**src/rtl/hbt_sqrt_pipe.sv**
```systemverilog
// Pipelined integer square root, one result bit per stage, several lanes in lockstep.
`timescale 1ns / 1ps
`default_nettype none
module hbt_sqrt_pipe #(
   parameter int W     = 32,
   parameter int LANES = 1,
   parameter int PW    = 1
) (
   input  wire logic                   clock,
   input  wire logic                   reset,
   input  wire logic                   en_i,
   input  wire logic                   vld_i,
   input  wire logic [LANES*2*W-1:0]   rad_i,
   input  wire logic [PW-1:0]          pay_i,
   output logic                        vld_o,
   output logic [LANES*W-1:0]          root_o,
   output logic [PW-1:0]               pay_o
);
   logic          vld_ff  [0:W-1];
   logic [PW-1:0] pay_ff  [0:W-1];
   logic [2*W:0]  rem_ff  [0:W-1][0:LANES-1];
   logic [W-1:0]  root_ff [0:W-1][0:LANES-1];

   for (genvar k = 0; k < W; k++) begin : g_stage
      localparam int I = W - 1 - k;
      logic          vld_cur;
      logic [PW-1:0] pay_cur;

      if (k == 0) begin : g_first
         assign vld_cur = vld_i;
         assign pay_cur = pay_i;
      end else begin : g_next
         assign vld_cur = vld_ff[k-1];
         assign pay_cur = pay_ff[k-1];
      end

      always_ff @(posedge clock) begin
         if (reset) begin
            vld_ff[k] <= 1'b0;
         end else if (en_i) begin
            vld_ff[k] <= vld_cur;
         end
      end

      always_ff @(posedge clock) begin
         if (en_i) begin
            pay_ff[k] <= pay_cur;
         end
      end

      for (genvar l = 0; l < LANES; l++) begin : g_lane
         logic [2*W:0] rem_cur;
         logic [W-1:0] root_cur;
         logic [2*W:0] term;
         logic         fit;

         if (k == 0) begin : g_first
            assign rem_cur  = {1'b0, rad_i[l*2*W +: 2*W]};
            assign root_cur = '0;
         end else begin : g_next
            assign rem_cur  = rem_ff[k-1][l];
            assign root_cur = root_ff[k-1][l];
         end

         // (r + 2^I)^2 - r^2 = r*2^(I+1) + 2^(2I)
         assign term = ({{(W+1){1'b0}}, root_cur} << (I + 1))
                     + ((2*W+1)'(1) << (2 * I));
         assign fit  = rem_cur >= term;

         always_ff @(posedge clock) begin
            if (en_i) begin
               rem_ff[k][l]  <= fit ? rem_cur - term : rem_cur;
               root_ff[k][l] <= fit ? (root_cur | (W'(1) << I)) : root_cur;
            end
         end

         assign root_o[l*W +: W] = root_ff[W-1][l];
      end
   end

   assign vld_o = vld_ff[W-1];
   assign pay_o = pay_ff[W-1];
endmodule
`default_nettype wire

```
**config.mk**
```make
export PLATFORM = sky130hd
export DESIGN_NAME = hbt_sqrt_pipe
export DESIGN_NICKNAME = d
export VERILOG_FILES = /design/src/rtl/hbt_sqrt_pipe.sv
export SDC_FILE = /design/constraint.sdc
export NUM_CORES = 2
export LEC_CHECK = 0
export ABC_AREA = 0
export CAP_MARGIN = 25
export CORE_ASPECT_RATIO = 1.2
export CORE_MARGIN = 2
export CORE_UTILIZATION = 45
export DETAILED_ROUTE_END_ITERATION = 12
export DONT_BUFFER_PORTS = 1
export GPL_ROUTABILITY_DRIVEN = 0
export GPL_TIMING_DRIVEN = 0
export HOLD_SLACK_MARGIN = 0.1
export PLACE_DENSITY = 0.58
export SLEW_MARGIN = 20
export SYNTH_ARGS = -nofsm -noshare
export SYNTH_HDL_FRONTEND = slang
export SYNTH_SLANG_ARGS = --single-unit
```
**constraint.sdc**
```tcl
create_clock -name clock -period 8.5 [get_ports clock]
set_input_delay 2.55 -clock clock [delete_from_list [all_inputs] [get_ports clock]]
set_output_delay 2.55 -clock clock [all_outputs]
set_load 0.01 [all_outputs]
```
==> impl_metrics.env <==
export IMPL_io_pins=103
export IMPL_fin_area_mm2=0.138
export IMPL_wl_per_cell_um=21.5
export IMPL_endpoint_kind="flop"
export IMPL_via_per_inst=5.70
export IMPL_synthFlopType="edfxtp_1"
export IMPL_status="finished clean"
export IMPL_wl_um=302000
export IMPL_r2r_end="rem_ff[1][424]"
export IMPL_cts_resized=0
export IMPL_max_freq_mhz=154
export IMPL_finalCriticalPeriod_ns=6.49
export IMPL_yosysWarningCount=32
export IMPL_nNetsFinal=10800
export IMPL_critPathArrivalTime_ns=6.95
export IMPL_syn_to_final_growth_pct=11.1
export IMPL_syn_avg_cell_area_um2=12.6
export IMPL_slowest_stage="buf_16"
export IMPL_max_slew_worst_pin_slew_ns=1.32
export IMPL_fin_util_pct=50.2
export IMPL_worst_path_most_repeated_cell="buf_16"
export IMPL_fin_ws_ns=2.01
export IMPL_synth_edff_count=2607
export IMPL_synthCells=9900
export IMPL_hold_buffers=0
export IMPL_clock_root_buffer="clkbuf_16"
export IMPL_dpl_cell_area_mm2=0.130
export IMPL_setup_tns_ns=0
export IMPL_start_util_pct=45.2
export IMPL_r2r_start="rem_ff[1][372]"
export IMPL_start_kind="input port"
export IMPL_die_w_um=484
export IMPL_grt_ovfl_total=0
export IMPL_gr_usage_all_layers_pct=20.9
export IMPL_whs_path_depth=0
export IMPL_reg2reg_setup_slack_ns=3.57
export IMPL_p_per_area_mw_per_mm2=261
export IMPL_chipHeight_um=580
export IMPL_clock_skew_ns=0.0679
export IMPL_syn_area_mm2=0.125
export IMPL_ir_worst_vdd_mv=0.159
export IMPL_portBuffers=0
export IMPL_cts_setup_buffers=0
export IMPL_fin_crit_sh_pct=76.4
export IMPL_antenna_found_initial=4
export IMPL_r2r_cells=9
export IMPL_drive_gt1_share_pct=5.49
export IMPL_grt_max_degree=246
export IMPL_numCtsBuffers=280
export IMPL_path_clk_slew_ns=0.06
export IMPL_clock_latency_ns=0.86
export IMPL_slowest_delay_ns=0.70
export IMPL_finalSetupViolations=0
export IMPL_antenna_left=0
export IMPL_post_place_ws_ns=1.50
export IMPL_min_to="pay_ff[1][4]"
export IMPL_p_clk_share_pct=32.2
export IMPL_pwr_share_comb_pct=19.6
export IMPL_finalPower_mw=36.2
export IMPL_dr_pass1_iters=10
export IMPL_die_area_mm2=0.281
export IMPL_relSlewSlack_pct=12.2
export IMPL_clkSinkCount=2607
export IMPL_crit_required_ns=8.95
export IMPL_first_global_vias=79000
export IMPL_dr_first_iter_drc_count=6752
export IMPL_hold_path_startpoint="pay_ff[1][3]"
export IMPL_synth_async_reset_ratio_pct=0
export IMPL_ys_types=93
export IMPL_ys_seq_area_share_pct=62.9
export IMPL_hold_violations=0
export IMPL_drc_errors=0
export IMPL_num_vias=80100
export IMPL_path_cells="buf_16 > buf_16 > buf_16 > buf_16 > buf_16 > buf_16"
export IMPL_critPathMaxFanout=202
export IMPL_ctsHtreeMaxLevel=5
export IMPL_power_internal_mw=25.7
export IMPL_seq_power_share_pct=48.1
export IMPL_swShare_pct=28.8
export IMPL_cts_buffer_depth=4
export IMPL_p_sw_mw=10.4
export IMPL_worstHoldPathType="reg -> reg"
export IMPL_synth_seq_cells=2607
export IMPL_drv_cap=0
export IMPL_rsz0062_at_grt="false"
export IMPL_path_class="in -> reg"
export IMPL_syn_num_nets=10500
export IMPL_dp_hpwl_um=227000
export IMPL_row_count=211
export IMPL_leakagePower_nw=50.9
export IMPL_grt_pass1_wl_um=459000
export IMPL_drv_slew=0
export IMPL_core_mm2=0.275
export IMPL_cts_tree="done"
[cells in the mapped netlist, drive strengths merged, types with 173 or more instances]
master	count	area, um^2
clkbuf	173	649
nor2	646	2420
nand4	176	1100
nand3	195	976
ha	558	6980
nand2	622	2330
inv	693	2600
a21o	215	1610
a21oi	589	2950
xor2	394	3450
nor3	290	1450
edfxtp	2607	78300
nor4	358	2250
o21ai	461	2310
xnor2	500	4380
[metal layers]
layer / track usage, % / wire [um]
met1: 25.1 / 120000
met4: 7.47 / 10800
met3: 2.72 / 14400
met2: 38.1 / 156000
met5: 0 / 0
[registers in the layout, indices dropped and copies added (netlist names)]
| register | count |
|---|---|
| rem_ff | 2015 |
| root_ff | 528 |
| pay_ff | 32 |
| vld_ff | 32 |
[cell type report]
cell class / instances / area (um^2)
Tap cell: 3621 / 4530
Inverter: 695 / 2610
Buffer: 200 / 788
Antenna cell: 11 / 27.5
Clock inverter: 139 / 1180
Fill cell: 23500 / 137000
Multi-Input combinational cell: 6398 / 42900
Clock buffer: 343 / 7460
Timing Repair Buffer: 28 / 514
Sequential cell: 2607 / 78300
[how the worst max path moves through the flow]
stage / from / end / slack [ns] / cells past startpoint
global placement: en_i / root_ff[15][12] / 1.81 / 0
detailed placement: en_i / root_ff[15][12] / 1.50 / 5
global route: en_i / rem_ff[1][936] / 1.81 / 6
finish: en_i / root_ff[15][24] / 2.01 / 6
CTS: en_i / root_ff[15][24] / 2.40 / 5
floorplan: rad_i[63] / rem_ff[0][63] / 4.65 / 7
[power groups by stage]
stage / Combinational, mW / Sequential (mW) / Clock [mW]
floorplan: 5.19 / 17.1 / 0
global placement: 6.64 / 17.7 / 0
detailed placement: 6.99 / 17.7 / 0
CTS: 7.05 / 17.4 / 12.0
global route: 7.87 / 17.5 / 12.5
finish: 7.10 / 17.4 / 11.7
[placed cells by master, fill, tap and decap left out, types with 38 or more instances in the layout]
cell / Yosys / final
nand3_1: 195 / 195
o211ai_1: 42 / 42
nor4_1: 357 / 349
a21o_1: 215 / 215
nor3_1: 290 / 290
a21oi_1: 588 / 588
edfxtp_1: 2607 / 2607
clkinv_2: 0 / 49
a31oi_1: 55 / 55
inv_1: 688 / 688
nand2b_1: 113 / 113
nand4_1: 176 / 176
nor2b_1: 83 / 83
nor2_1: 646 / 646
nor4b_1: 58 / 58
and3_1: 59 / 59
o21bai_1: 38 / 38
clkinv_1: 2 / 47
o21ai_0: 454 / 454
a211oi_1: 65 / 63
xnor2_1: 500 / 500
xor2_1: 394 / 394
ha_1: 558 / 558
o31ai_1: 50 / 50
and2_1: 77 / 77
o21a_1: 98 / 98
clkbuf_16: 0 / 290
clkbuf_1: 173 / 226
nand2_1: 622 / 622
nand4b_1: 39 / 39
or4_1: 79 / 79
mux2_2: 53 / 53
or3_1: 95 / 95
[cell families (layout without fill, tap and decap cells)]
logic type               Yosys count  count (layout)  synth area share, %
AND/OR/NAND/NOR                 3055            3055                 12.8
flip-flops                      2607            2607                 62.9
AO/OA/AOI/OAI                   1824            1824                 9.08
buffers and inverters            895            1405                 2.73
XOR/XNOR                         894             894                 6.29
adder cells (fa/ha/maj)          558             558                 5.61
multiplexers                      67              67                0.595
other                              0              11                    0
[critical path, delay by kind of cell]
| family | cells | cell delay (ns) |
|---|---|---|
| buffers and inverters | 6 | 3.25 |
[metrics by stage]
stage	cells	hold slack [ns]
2_1_floorplan	9900	0.400
3_3_place_gp	13500	0.401
3_5_place_dp	13500	0.405
4_1_cts	14000	0.399
5_1_grt	14000	0.418
6_report	14000	0.411
Note: power is estimated with default switching activity, not from simulation.
