## src/rtl/hbt_rsp_buf.sv

```systemverilog
// Two-entry response buffer that decouples the pipeline from the response channel.
`timescale 1ns / 1ps
`default_nettype none
module hbt_rsp_buf #(
   parameter int DW = 8
) (
   input  wire logic          clock,
   input  wire logic          reset,
   input  wire logic          push_i,
   input  wire logic [DW-1:0] data_i,
   output logic               full_o,
   output logic               tvalid_o,
   input  wire logic          tready_i,
   output logic [DW-1:0]      tdata_o
);
   logic [DW-1:0] mem_ff [0:1];
   logic          wr_ptr_ff;
   logic          rd_ptr_ff;
   logic [1:0]    cnt_ff;
   logic [1:0]    cnt_in;
   logic          pop;

   assign pop      = tvalid_o && tready_i;
   assign tvalid_o = cnt_ff != 2'd0;
   assign full_o   = cnt_ff == 2'd2;
   assign tdata_o  = mem_ff[rd_ptr_ff];

   always_comb begin
      cnt_in = cnt_ff;
      if (push_i && !pop) begin
         cnt_in = cnt_ff + 2'd1;
      end else if (pop && !push_i) begin
         cnt_in = cnt_ff - 2'd1;
      end
   end

   always_ff @(posedge clock) begin
      if (reset) begin
         wr_ptr_ff <= 1'b0;
         rd_ptr_ff <= 1'b0;
         cnt_ff    <= 2'd0;
      end else begin
         cnt_ff <= cnt_in;
         if (push_i) begin
            wr_ptr_ff <= !wr_ptr_ff;
         end
         if (pop) begin
            rd_ptr_ff <= !rd_ptr_ff;
         end
      end
   end

   always_ff @(posedge clock) begin
      if (push_i) begin
         mem_ff[wr_ptr_ff] <= data_i;
      end
   end
endmodule
`default_nettype wire

```

## config.mk

```make
export PLATFORM = sky130hd
export DESIGN_NAME = hbt_rsp_buf
export DESIGN_NICKNAME = d
export VERILOG_FILES = /design/src/rtl/hbt_rsp_buf.sv
export SDC_FILE = /design/constraint.sdc
export NUM_CORES = 1
export LEC_CHECK = 0
export ABC_AREA = 1
export BUFFER_PORTS_ARGS = -buffer_cell sky130_fd_sc_hd__buf_4
export CORE_MARGIN = 8
export CORE_UTILIZATION = 44
export DETAILED_ROUTE_END_ITERATION = 8
export GPL_ROUTABILITY_DRIVEN = 0
export PLACE_DENSITY = 0.76
export SYNTH_ARGS = -nofsm -noshare
export SYNTH_HDL_FRONTEND = slang
export SYNTH_SLANG_ARGS = --single-unit
```

## constraint.sdc

```tcl
create_clock -name clock -period 1.2 [get_ports clock]
set_input_delay 0.24 -clock clock [delete_from_list [all_inputs] [get_ports clock]]
set_output_delay 0.24 -clock clock [all_outputs]
set_load 0.05 [all_outputs]
```

==> out/metrics.csv, run 1 <==
metric,value,unit
average wire per standard cell,14.55,µm
Hold WC Path Type,in2reg,
skew final,6.185,ps
Fin. Hold Viols,0,
All-Layer GR Usage,0.09258,
CP Data Arrival Time,1240,ps
initial DRC count,4,
drt drc,0,
Core Rows,15,
Area Overhead vs Synth,54.88,%
detailed placement HPWL,1115,µm
PD cells,1565,mW/mm²
DRT Pass-1 Iters,3,
Reg2Reg Depth,7,
Die Area,0.003460,mm²
IO Count,22,
Avg Inst Size Synth,13.45,µm²
Congestion Overflow GR,0,
PortBufs,21,
end of the worst hold path,mem_ff[0][6],
die height,58.83,µm
relative slew slack,0.7567,
crit share post-route,1.233,
Max Cap Viol,0,
final setup violation count,9,
failing checks,setup timing,
total number of vias,531,
Pins Over Slew Limit,0,
Core Region,0.001727,mm²
crit path max fanout,8,
Hold Worst Slack,129.0,ps
DR vias/cell,4.617,
syn nets,73,
Routed WL,1673,µm
Clock H-tree levels,1,
total power,1956,µW
clock-pin slew on the worst setup and hold paths,110,ps
first-pass GRT wire length,2408,µm
met3 Resource Use GR,0.02609,
run status,"complete, but fails checks",
Hold Crit Start,data_i[6],
most crowded layer after global routing,met2,
CP Class,reg2out,
fraction of layout cells with a size suffix above 1,0.5667,
initial antenna violation count,0,
Worst Path Required,960,ps
Worst setup SP type,register,
Seq cells post-synth,21,
register area share after synthesis,0.7194,
Clock Path Buffers,2,
unrepaired setup endpoints after global routing,true,
Placed Area,0.001046,mm²
worst r2r dst,cnt_ff[0],
Root Driver,clkbuf_4,
"critical path, cell by cell",buf_12 -> mux2_4 -> buf_8,
antenna fix cells,0,
LEAKAGE,0.0005321,µW
CP peak stage delay,360,ps
fin cells,115,
library cells used by synthesis,14,
flop2flop setup slack,10,ps
final worst slack,-279.9,ps
Syn. warnings,0,
Post-CTS Hold Buffers,0,
GRT met2 Usage,0.1745,
met1 usage,0.09444,
vias in the first global route,562,
total CTS buffers,3,
post-synthesis cell count,60,
VDD IR max,1093,µV
synthesized area,807.0,µm²
# fillers,141,
CTS tree,yes,
Chip Width,58.83,µm
Layout Nets,104,
Crit-path slowest cell,dfxtp_2,
worst r2r src,cnt_ff[1],
Critical Path End Type,output port,
largest net degree at the start of global routing,13,
CTS Sinks,21,
Skew-Pair Late Insertion Delay,290,ps
WHS Path Cells,1,
"Design Area, Final",0.001250,mm²
Initial Util,0.4674,
Period minus WS final,1480,ps
fmax,675.7,MHz
Placed Cells incl. Taps,108,
Slew @ Worst Pin,364.6,ps
post-route ant nets,0,
## cells by family after synthesis
family / share of synthesized area
buf+inv: 0.04341
fa+ha+maj: 0.01550
mux: 0.1116
flops: 0.7194
simple gates: 0.09147
compound gates: 0.01860
## cells in the final DEF (no fill, tap or decap), types with 2 or more instances in the layout
master | Yosys | final
buf_8 | 0 | 10
nor2_1 | 6 | 5
buf_4 | 0 | 15
dfxtp_2 | 0 | 2
mux2_4 | 0 | 8
clkbuf_4 | 0 | 3
nand2_1 | 8 | 5
dfxtp_1 | 5 | 2
edfxtp_1 | 16 | 16
a21oi_1 | 2 | 2
inv_1 | 7 | 5
inv_4 | 0 | 3
## Yosys cell counts (all sizes together)
master  instances  area share
mux2            8        0.11
dfxtp           5        0.12
nand2           8       0.037
ha              1       0.016
nor2            6       0.028
nor3            1      0.0062
nand3           2       0.012
buf             1      0.0062
a21oi           2       0.012
o21ai           1      0.0062
inv             8       0.037
edfxtp         16        0.60
nand4           1      0.0078
## cell type report
type	instances	area [µm²]	area share
timing repair buffer	27	294.0	0.2352
sequential	21	586.8	0.4695
tap	25	31.28	0.02503
clock buffer	3	22.52	0.01802
inverter	8	37.54	0.03003
clock inverter	1	5.005	0.004004
multi-input combinational	30	272.8	0.2182
## metal layers
| metal | vias up | wire, µm |
|---|---|---|
| met2 | 13 | 904 |
| met5 | - | 0 |
| li1 | 264 | - |
| met1 | 252 | 684 |
| met4 | 0 | 10 |
| met3 | 2 | 74 |
## power breakdown
| part | internal [µW] | leakage, µW | total [µW] | switching [µW] |
|---|---|---|---|---|
| registers | 846 | 0.000193 | 877 | 31.4 |
| logic | 355 | 0.000321 | 765 | 411 |
| clock network | 123 | 0.0000177 | 313 | 190 |
## registers in the layout (all words and copies together) (netlist names), named ones only
register and count:
rd_ptr_ff 1, wr_ptr_ff 1, cnt_ff 2, mem_ff 16
## worst max-delay path: cells and delay by family, from the launching register on
family | cells | cell delay, ps
buf+inv | 2 | 280
flops | 1 | 360
mux | 1 | 310
## worst max path at each step
stage	slack, ps	endpoint	depth (start not counted)	from
after floorplan	-30	cnt_ff[1]	9	cnt_ff[0]
after detailed placement	-60	cnt_ff[1]	9	cnt_ff[1]
after CTS	-290	tdata_o[3]	3	register
after global routing	-330	tdata_o[1]	3	register
final	-280	tdata_o[1]	3	register
after global placement	-30	tdata_o[2]	3	register
## stage by stage
stage | utilization | setup TNS [ps] | setup WS, ps
2_1_floorplan | - | -40.05 | -33.68
3_3_place_gp | 0.6058 | -108.0 | -25.27
3_5_place_dp | 0.6058 | -202.6 | -59.81
4_1_cts | 0.7029 | -2276 | -286.1
5_1_grt | 0.7239 | -2802 | -334.4
6_report | 0.7239 | -2272 | -279.9
## timing repair
item	CTS	global route
pin swaps	3	6
setup buffers	1	2
gates resized for setup	36	7
setup endpoints to repair	12	12
Note: power is estimated with default switching activity, not from simulation.
==> inputs of run 2 (changes only) <==
- CORE_MARGIN: 8 -> 2
==> out/metrics.csv, run 2 (synthesized netlist as in run 1, its figures left out) <==
metric,value,unit,change
Routed WL,1432,µm,-14%
worst r2r src,cnt_ff[0],,
initial DRC count,11,,+7
vias in the first global route,533,,-5.2%
crit path max fanout,8,,unchanged
Slew @ Worst Pin,363.9,ps,-0.7135 ps
Clock Path Buffers,2,,unchanged
average wire per standard cell,12.45,µm,-14%
CP Class,reg2out,,
WHS Path Cells,2,,+1
Fin. Hold Viols,0,,unchanged
Post-CTS Hold Buffers,0,,unchanged
Layout Nets,104,,unchanged
biggest regs,"mem_ff: 16 flops, cnt_ff: 2 flops",,
Area Overhead vs Synth,53.64,%,
Hold WC Path Type,in2reg,,
LEAKAGE,0.0005278,µW,-0.81%
Pins Over Slew Limit,0,,unchanged
Die Area,0.002193,mm²,-37%
most frequent cells in the layout,"edfxtp_1 (16), buf_4 (15), buf_8 (9)",,
drt drc,0,,unchanged
CP Data Arrival Time,1240,ps,about the same
fmax,674.2,MHz,-0.22%
failing checks,setup timing,,
fraction of layout cells with a size suffix above 1,0.5444,,-0.02222
die height,46.83,µm,-20%
combinational share of power,0.385,,-0.006
unrepaired setup endpoints after global routing,true,,
Initial Util,0.4674,,unchanged
Period minus WS final,1483,ps,+3.304 ps
Place WS,-41.63,ps,+18.18 ps
Top reg by flops,mem_ff,,
clock-pin slew on the worst setup and hold paths,110,ps,about the same
setup_tns,-2243,ps,+29.10 ps
VDD IR max,1044,µV,-4.4%
Net Sw Power,621.1,µW,-1.7%
Root Driver,clkbuf_4,,
Core Rows,15,,unchanged
first-pass GRT wire length,2159,µm,-10%
total CTS buffers,3,,unchanged
largest net degree at the start of global routing,12,,-1
Hold Crit Start,reset,,
initial antenna violation count,0,,unchanged
worst r2r dst,cnt_ff[1],,
CTS Sinks,21,,unchanged
PD cells,1566,mW/mm²,about the same
detailed placement HPWL,945.2,µm,-15%
end of the worst hold path,wr_ptr_ff,,
post-route ant nets,0,,unchanged
flop2flop setup slack,50,ps,+40 ps
Critical Path End Type,output port,,
final worst slack,-283.2,ps,-3.304 ps
Max Cap Viol,0,,unchanged
final setup violation count,9,,unchanged
Reg2Reg Depth,9,,+2
skew final,8.037,ps,+1.852 ps
Clock H-tree levels,1,,unchanged
relative slew slack,0.7571,,about the same
DR vias/cell,4.670,,+1.1%
# fillers,128,,-9.2%
internal power,1321,µW,-0.23%
PortBufs,21,,unchanged
Worst setup SP type,register,,
max reg flops,16,,unchanged
IO Count,22,,unchanged
sequential share of power,0.451,,+0.002
Switching Share,0.3198,,-0.003311
Chip Width,46.83,µm,-20%
All-Layer GR Usage,0.1435,,+0.05096
Clock power frac,0.164,,+0.004
Congestion Overflow GR,0,,unchanged
CTS tree,yes,,
Placed Cells incl. Taps,108,,unchanged
"commonest non-fill, non-tap cell in the layout",edfxtp_1,,
total number of vias,537,,+1.1%
DRT Pass-1 Iters,3,,unchanged
Core Region,0.001727,mm²,unchanged
fin cells,115,,unchanged
crit share post-route,1.236,,+0.002753
Skew-Pair Late Insertion Delay,290,ps,about the same
Worst Path Required,960,ps,about the same
antenna fix cells,0,,unchanged
run status,"complete, but fails checks",,
-- run 2: cell count changes in the layout (fill, tap and decap cells not counted), sizes merged --
cell	change
clkbuf	+1
clkinv	-1
-- run 2: what timing repair did --
item	CTS	global route
buffers inserted	1	2
gates cloned	0	0
pin swaps	3	1
resized for setup	36	4
setup endpoints to repair	11	12
-- run 2: layout make-up --
class	count	area (µm²)	area share
Timing Repair Buffer	27	290.3	0.2341
Sequential cell	21	584.3	0.4712
Clock buffer	4	26.28	0.02119
Multi-Input combinational cell	30	270.3	0.2180
Inverter	8	37.54	0.03027
Tap cell	25	31.28	0.02523
-- run 2: worst max path at each step --
| stage | endpoint | slack (ps) | cells past startpoint | startpoint |
|---|---|---|---|---|
| after floorplan | cnt_ff[1] | -30 | 9 | cnt_ff[0] |
| after global placement | tdata_o[5] | -20 | 3 | register |
| after detailed placement | cnt_ff[1] | -40 | 9 | cnt_ff[1] |
| after CTS | tdata_o[0] | -290 | 3 | register |
| after global routing | tdata_o[0] | -320 | 3 | register |
| final | tdata_o[0] | -280 | 3 | register |
-- run 2: routing by layer --
| metal | GRT usage | share of wire | wire length (µm) | vias to the layer above |
|---|---|---|---|---|
| met2 | 0.2685 | 0.55 | 794 | 15 |
| met3 | 0.03846 | 0.061 | 88 | 0 |
| met5 | 0 | 0 | 0 | - |
| li1 | - | - | - | 266 |
| met1 | 0.1542 | 0.38 | 549 | 256 |
| met4 | 0.05000 | 0 | 0 | 0 |
-- run 2: power by group through the flow --
| stage | combinational (µW) | sequential [µW] | clock, µW |
|---|---|---|---|
| floorplan | 375 | 878 | 0 |
| detailed placement | 546 | 882 | 0 |
| global placement | 533 | 879 | 0 |
| global route | 790 | 879 | 352 |
| CTS | 696 | 875 | 325 |
| finish | 748 | 876 | 318 |
-- run 2: worst max-delay path, stage by stage, from the launching register on --
cell,delay (ps)
dfxtp_2,360
buf_12,130
mux2_4,310
buf_8,150
-- run 2: through the flow --
stage          instance area, µm²  hold slack, ps    util  power (µW)
6_report                     1240           113.9  0.7181        1942
5_1_grt                      1240           98.52  0.7181        2021
4_1_cts                      1214           107.8  0.7029        1897
3_5_place_dp                 1046           421.7  0.6058        1428
3_3_place_gp                 1046           417.9  0.6058        1412
2_1_floorplan               827.0           319.3       -        1252
==> inputs of run 3 (changes only) <==
- BUFFER_PORTS_ARGS: -buffer_cell sky130_fd_sc_hd__buf_4 -> unset
- CORE_UTILIZATION: 44 -> 50
- CTS_CLUSTER_SIZE: unset -> 40
- DONT_BUFFER_PORTS: unset -> 1
- PLACE_DENSITY: 0.76 -> 0.72
==> out/metrics.csv, run 3 (synthesized netlist as in run 1, its figures left out) <==
metric,value,unit,change
run status,"complete, but fails checks",,
failing checks,setup timing,,
Fin. Hold Viols,0,,unchanged
PortBufs,0,,-100%
initial DRC count,4,,-7
VDD IR max,1044,µV,about the same
fin cells,88,,-23%
drt drc,0,,unchanged
Initial Util,0.5357,,+0.06832
relative slew slack,0.7678,,+0.01060
Top reg by flops,mem_ff,,
Placed Area,899.6,µm²,-14%
first-pass GRT wire length,2159,µm,unchanged
unrepaired setup endpoints after global routing,true,,
Core Rows,14,,-1
post-route ant nets,0,,unchanged
Critical Path End Type,output port,,
fmax,704.4,MHz,+4.5%
Period minus WS final,1420,ps,-63.59 ps
Core Region,0.001506,mm²,-13%
fraction of layout cells with a size suffix above 1,0.4306,,-0.1139
CTS Sinks,21,,unchanged
Worst Path Required,960,ps,about the same
Area Overhead vs Synth,29.30,%,
Skew-Pair Late Insertion Delay,290,ps,about the same
Congestion Overflow GR,0,,unchanged
PD cells,1725,mW/mm²,+10%
vias in the first global route,543,,+1.9%
Layout Nets,86,,-17%
Worst setup SP type,register,,
# fillers,108,,-16%
crit path max fanout,8,,unchanged
average wire per standard cell,15.00,µm,+20%
IO Count,22,,unchanged
All-Layer GR Usage,0.1616,,+0.01805
Slew @ Worst Pin,348.0,ps,-15.89 ps
initial antenna violation count,0,,unchanged
Max Cap Viol,0,,unchanged
DR vias/cell,5.364,,+15%
total power,1800,µW,-7.3%
antenna fix cells,0,,unchanged
most frequent cells in the layout,"edfxtp_1 (16), mux2_4 (8), nand2_1 (5), inv_1 (5), nor2_1 (5)",,
detailed placement HPWL,912.6,µm,-3.4%
die height,44.18,µm,-5.7%
fin util,0.6927,,-0.02543
crit share post-route,1.183,,-0.05299
total CTS buffers,3,,unchanged
Root Driver,clkbuf_4,,
Clock H-tree levels,1,,unchanged
LEAKAGE,0.0004212,µW,-20%
CP Class,reg2out,,
final setup violation count,9,,unchanged
skew final,1.145,ps,-6.892 ps
Pins Over Slew Limit,0,,unchanged
final worst slack,-219.6,ps,+63.59 ps
Chip Width,44.18,µm,-5.7%
Clock Path Buffers,2,,unchanged
largest net degree at the start of global routing,12,,unchanged
"commonest non-fill, non-tap cell in the layout",edfxtp_1,,
clock-pin slew on the worst setup and hold paths,100,ps,about the same
CP Data Arrival Time,1180,ps,-60 ps
max reg flops,16,,unchanged
Routed WL,1320,µm,-7.8%
Placed Cells incl. Taps,81,,-25%
CTS tree,yes,,
Hold WC Path Type,in2reg,,
Die Area,0.001951,mm²,-11%
"Design Area, Final",0.001044,mm²,-16%
total number of vias,472,,-12%
biggest regs,"mem_ff: 16 flops, cnt_ff: 2 flops",,
DRT Pass-1 Iters,2,,-1
## run 3: what timing repair did
action                     in CTS  in global routing
hold endpoints to repair        0                  1
setup endpoints to repair      11                 12
hold buffers                    0                  1
resized for setup              20                  6
pin swaps                       3                  3
setup buffers                   1                  1
## run 3: path summary, 6_finish.rpt
check        startpoint      endpoint  slack, ps  cells past startpoint
max            register    tdata_o[0]       -220                      2
max reg2reg   cnt_ff[0]     cnt_ff[1]         70                      8
min reg2reg   wr_ptr_ff     wr_ptr_ff        520                      2
min           data_i[3]  mem_ff[0][3]         40                      0
## run 3: per-layer routing
| layer | global-route usage | vias to the layer above | share of wire |
|---|---|---|---|
| met1 | 0.1475 | 227 | 0.35 |
| met3 | 0.05714 | 2 | 0.064 |
| met5 | 0 | - | 0 |
| met4 | 0.1273 | 0 | 0.0068 |
| li1 | - | 230 | - |
| met2 | 0.2853 | 13 | 0.58 |
## run 3: through the flow
step                setup WS (ps)  hold slack, ps  setup TNS (ps)
CTS                        -233.2           6.636           -1887
finish                     -219.6           38.46           -1771
floorplan                  -33.68           319.3          -40.05
global route               -263.5           12.39           -2223
detailed placement         -16.83           327.8          -16.83
global placement            19.92           320.6               0
## run 3: area by class of cell
cell class,instances,area (µm²),area share
Inverter,8,37.54,0.03597
Multi-Input combinational cell,30,272.8,0.2614
Timing Repair Buffer,9,102.6,0.09832
Tap cell,16,20.02,0.01918
Clock buffer,4,26.28,0.02518
Sequential cell,21,584.3,0.5600
## run 3: report_power, final
part | internal, µW | switching (µW) | leakage (µW)
logic | 245 | 362 | 0.000214
registers | 845 | 31.7 | 0.000193
clock network | 129 | 187 | 0.0000150
total | 1220 | 581 | 0.000421
## run 3: critical path: stages, from the launching register on
cell and delay, ps:
dfxtp_2 370, buf_12 140, mux2_4 390
